## src/sv/dts_pkg.sv

```systemverilog
package dts_pkg;

    typedef enum logic [1:0] {
        MODE_BEGIN = 2'd0,
        MODE_EDGE  = 2'd1,
        MODE_RUN   = 2'd2,
        MODE_NONE  = 2'd3
    } mode_t;

    localparam logic [1:0] MARK_NEW  = 2'd0;
    localparam logic [1:0] MARK_OPEN = 2'd1;
    localparam logic [1:0] MARK_DONE = 2'd2;

    typedef enum logic [3:0] {
        ST_IDLE,
        ST_CLR_G,
        ST_E_RD,
        ST_E_WR,
        ST_E_LINK,
        ST_R_CLR,
        ST_R_ROOT,
        ST_R_ROOTCHK,
        ST_R_NEXT,
        ST_R_STEP,
        ST_R_POP,
        ST_R_EDGE,
        ST_R_CHK,
        ST_O_INIT,
        ST_O_RD,
        ST_O_WAIT
    } state_t;

endpackage

```

## src/sv/dts_vertex_mem.sv

```systemverilog
module dts_vertex_mem
    import dts_pkg::*;
#(
    parameter int DEPTH = 64,
    parameter int AW = 6,
    parameter int PW = 11
) (
    input  logic          aclk,
    input  logic [AW-1:0] rd_addr,
    output logic [PW-1:0] rd_head,
    output logic [PW-1:0] rd_tail,
    output logic [1:0]    rd_mark,
    input  logic [AW-1:0] wr_addr,
    input  logic          wr_head_en,
    input  logic          wr_tail_en,
    input  logic          wr_mark_en,
    input  logic [PW-1:0] wr_head,
    input  logic [PW-1:0] wr_tail,
    input  logic [1:0]    wr_mark
);

    logic [PW-1:0] head_mem [DEPTH];
    logic [PW-1:0] tail_mem [DEPTH];
    logic [1:0]    mark_mem [DEPTH];

    always_ff @(posedge aclk) begin
        if (wr_head_en) begin
            head_mem[wr_addr] <= wr_head;
        end
        if (wr_tail_en) begin
            tail_mem[wr_addr] <= wr_tail;
        end
        if (wr_mark_en) begin
            mark_mem[wr_addr] <= wr_mark;
        end
        rd_head <= head_mem[rd_addr];
        rd_tail <= tail_mem[rd_addr];
        rd_mark <= mark_mem[rd_addr];
    end

endmodule

```

## config.mk

```make
export PLATFORM = sky130hd
export DESIGN_NAME = dts_vertex_mem
export DESIGN_NICKNAME = d
export VERILOG_FILES = /design/src/sv/dts_pkg.sv /design/src/sv/dts_vertex_mem.sv
export SDC_FILE = /design/constraint.sdc
export NUM_CORES = 1
export LEC_CHECK = 0
export ABC_CLOCK_PERIOD_IN_PS = 2300
export BUFFER_PORTS_ARGS = -buffer_cell sky130_fd_sc_hd__clkbuf_2
export CORE_MARGIN = 4
export CORE_UTILIZATION = 30
export CTS_CLUSTER_DIAMETER = 80
export CTS_CLUSTER_SIZE = 40
export DETAILED_ROUTE_END_ITERATION = 6
export PLACE_DENSITY = 0.55
export SYNTH_ARGS = -nofsm -noshare
export SYNTH_HDL_FRONTEND = slang
export SYNTH_SLANG_ARGS = --single-unit
export TNS_END_PERCENT = 100
```

## constraint.sdc

```tcl
create_clock -name aclk -period 2.3 [get_ports aclk]
set_input_delay 0.345 -clock aclk [delete_from_list [all_inputs] [get_ports aclk]]
set_output_delay 0.345 -clock aclk [all_outputs]
set_load 0.05 [all_outputs]
```

* After elaboration in Yosys (flattened, before gate mapping)
Memory sizes are Yosys's and may differ from the RTL's. A register that Yosys moved wholly into a read port is not among the register bits.
Index checks and enable logic that the tools add are counted.
** Word-level totals
- Register bits :: 0
- Bits in writable memories :: 1536
- Input bits :: 40
- Output and inout port bits :: 24
- Word-level logic and storage cells :: 9
- Memories :: 3
** Memory list
- head_mem :: words 64, width 11, rd ports 1, clocked after memory_dff 1, write ports 1, line dts_vertex_mem.sv:22 : logic [PW-1:0] head_mem [DEPTH];
- tail_mem :: words 64, width 11, rd ports 1, clocked after memory_dff 1, write ports 1, line dts_vertex_mem.sv:23 : logic [PW-1:0] tail_mem [DEPTH];
- mark_mem :: words 64, width 2, rd ports 1, clocked after memory_dff 1, write ports 1, line dts_vertex_mem.sv:24 : logic [1:0] mark_mem [DEPTH];
** Cells by class
- Multiplexer cells :: 6
** Operator list (number)
- two-way mux 1 bit :: 6

* Longest topological paths before layout
- Depth after elaboration :: 2
- Gate-level depth with buffers :: 10
- Depth with buffers taken out :: 5

* Least setup slack after synthesis
Ideal clock, no wire load.
- Kind :: input to register
- From :: in wr_addr[5]
- To :: mem head_mem[36][0] (enable)
- Data arrival time :: 1.868 ns
- Data required time :: 1.922 ns
- Path slack :: 0.054 ns
- Stages on the path :: 5
- Buffers on the path :: 3
- Cells stage by stage :: clkbuf_1 -> or3b_2 -> clkbuf_1 -> clkbuf_1 -> nor2_1
** RTL lines
- start: declaration :: line dts_vertex_mem.sv:13 : input logic [AW-1:0] wr_addr,
- end: declaration :: line dts_vertex_mem.sv:22
Straight into the memory's write port.

==> flow_summary.yaml <==
worst_setup_path:
  arrival_ps: 2720
  cpPeakStageDelay_ps: 460
  path_common_cell: "buf_4"
  slowest_stage: "mux4_2"
  cp_num_buf_inv: 2
  reg2reg_slack_ps: 190
  crit_path_cell_trace: "mux4_2 > o22ai_1 > a2111oi_0 > buf_4 > o21ai_0 > buf_4 > o31ai_1"
  regToRegStartpoint: "tail_mem[14][10]"
  r2r-end: "rd_tail[10]"
  crit_type: "reg2reg"
  crit_end: "rd_tail[10]"
  crit_cells: 7
  r2r_cells: 7
  cp.required_ps: 2900
  crit_path_end_kind: "flip-flop"
  setup.worst_path.start: "tail_mem[14][10]"
  crit_fanout: 1
  critPathTopFamily: "compound AO/OA/AOI/OAI gates"
  crit_path_start_kind: "flip-flop"
synthesis:
  synth-adder-area-share: 0
  synth_top_area_cell: "edfxtp_1"
  syn-cell-area_um2: 59700
  synth-edff-count: 1536
  synth-seq-cells: 1560
  async_flop_share: 0
  synth_mux_area_frac: 0.158
  synthFlopType: "edfxtp_1"
  synth_compound_area_frac: 0.0209
  syn_nets: 2752
  synth.top_cells.by_count: "edfxtp_1, mux4_2, nor2_1"
  ys_seq_area_frac: 0.780
  synth_xor_xnor_area_share: 0
  synth_top_area_frac: 0.772
  synth.most_common_cell: "edfxtp_1"
  synth_top_family_by_area: "multiplexers"
  yosysWarnings: 0
  yosys.area_share.simple: 0.0251
  synth_area_per_cell_um2: 22.0
  synth_cell_type_count: 37
  syn_inst: 2712
  synth.area.top_cells: "edfxtp_1, mux4_2, nor2_1"
sta:
  max_freq_mhz: 474
  finalClockSkew_ps: 57.6
  drv_slew: 0
  timing_hold_violations_final: 0
  hold_ws_ps: 103
  rsz0062_at_grt: "no"
  period_needed_ps: 2110
  setup_viol: 0
  timing.final.crit_share: 0.918
  maxSlewHeadroom: 0.491
  tightestPinTransition_ps: 763
cts:
  clockRootBuffer: "clkbuf_16"
  numCtsBuffers: 52
  ctsHoldBuffers: 1
  cts_setup_buffers: 0
  cts_tree: "yes"
  cts-htree-levels: 2
  worstSkewPairLatency_ps: 740
  clk_pin_slew_ps: 140
  clock_sinks: 1560
  clockBufferDepth: 3
  cts_resized: 0
drt:
  drc: 0
  wl_per_cell_um: 25.6
  wirelength_mm: 149
  ant_nets: 0
  dr.pass1.iters: 5
  drtIter0Drc: 2965
  num_vias: 28378
  drt-vias-per-instance: 4.90
grt:
  gr-total-overflow: 0
  antenna_found_initial: 3
  grt_pass1_wl_mm: 215
  grt_max_degree: 78
  gr-usage-all-layers: 0.142
  grt_pass1_vias: 29093
placement:
  placement.io_buffers: 63
  gp_congestion: 0.779
  place_hpwl_mm: 95.4
  dp.cells: 5692
layout:
  syn_to_final_growth_pct: 14.6
  final_cell_count_no_fill: 5790
  finalNetCount: 3147
  n_fill_cell: 18309
  drive_above_1_share: 0.325
  diodes: 0
power:
  internal_power_mw: 37.8
  p_switching_mw: 11.2
  power.share.clock: 0.284
  ir_drop_mv: 0.591
  sw_frac_of_total: 0.228
  powerDensity_nw_per_um2: 715
  power_frac_seq: 0.645
  p_leak_nw: 21.1
  combPwrFrac: 0.072
floorplanning:
  die_h_um: 454
  pin_count: 64
  die_area_um2: 206000
  start_util: 0.302
  die_w_um: 454
  rows: 163
  core_region_area_um2: 198000
job:
  drv_cap: 0
run_status:
  status: "finished clean"
hold_path:
  worst_hold_path_type: "in2reg"
-- cells in the final DEF (no fill, tap or decap), drive strengths merged, types with 18 or more instances in the layout --
cell type,n
o31ai,21
dfxtp,24
o22ai,90
nor2,282
mux2,21
clkbuf,124
nand2,36
inv,18
o21ai,48
a2111oi,22
buf,442
edfxtp,1536
mux4,405
-- cell families after synthesis --
group                  Yosys count
flip-flops                    1560
multiplexers                   434
AND/OR/NAND/NOR                364
AO/OA/AOI/OAI                  193
buffers and inverters          161
-- worst reg2reg max path, stage by stage, from the launching register on --
cell and delay (ps):
edfxtp_1 380, mux4_2 460, o22ai_1 350, a2111oi_0 220
buf_4 200, o21ai_0 100, buf_4 190, o31ai_1 90
-- layer usage --
layer,track usage,part of all wire,vias up
met2,0.237,0.49,665
met5,0,0.000047,-
met3,0.0173,0.047,131
met1,0.202,0.44,15520
met4,0.0277,0.019,2
li1,-,-,12060
-- cell type report --
| type | count | area, um2 | share of cell area |
|---|---|---|---|
| Clock buffer | 65 | 1390 | 0.0203 |
| Timing Repair Buffer | 502 | 4480 | 0.0654 |
| Sequential cell | 1560 | 46600 | 0.681 |
| Tap cell | 2640 | 3300 | 0.0483 |
| Clock inverter | 32 | 450 | 0.00658 |
| Multi-Input combinational cell | 991 | 12200 | 0.178 |
-- through the flow --
step | cell area (um2) | power [mW] | worst slack [ps] | TNS, ps | util
2_1_floorplan | 59700 | 33.9 | 53.9 | 0 | -
3_3_place_gp | 66600 | 35.7 | -470 | -5330 | 0.337
3_5_place_dp | 66600 | 35.8 | -456 | -5620 | 0.337
4_1_cts | 68400 | 49.3 | 9.79 | 0 | 0.346
5_1_grt | 68400 | 50.5 | 96.6 | 0 | 0.346
6_report | 68400 | 48.9 | 189 | 0 | 0.346
-- state kept, by name, indices dropped and copies added, names as in the netlist --
| signal | cells |
|---|---|
| head_mem | 704 |
| rd_head | 11 |
| tail_mem | 704 |
| mark_mem | 128 |
| rd_mark | 2 |
| rd_tail | 11 |
-- worst min-delay path by stage --
stage               start  slack [ps]  depth (start not counted)              end
2_1_floorplan  wr_head[0]         440                          0   head_mem[0][0]
3_3_place_gp   wr_tail[0]         720                          1  tail_mem[57][0]
3_5_place_dp   wr_tail[0]         710                          1  tail_mem[57][0]
4_1_cts        wr_tail[1]          70                          2  tail_mem[59][1]
5_1_grt        wr_tail[1]          80                          2  tail_mem[59][1]
6_report       wr_tail[1]         100                          2  tail_mem[61][1]
-- power by group through the flow --
stage	clock [mW]	sequential (mW)	combinational (mW)
after floorplan	0	32.3	1.57
after global placement	0	32.2	3.53
after detailed placement	0	32.2	3.56
after CTS	14.2	31.6	3.56
after global routing	15.2	31.6	3.72
final	13.9	31.5	3.50
(Power assumes the default switching activity.)
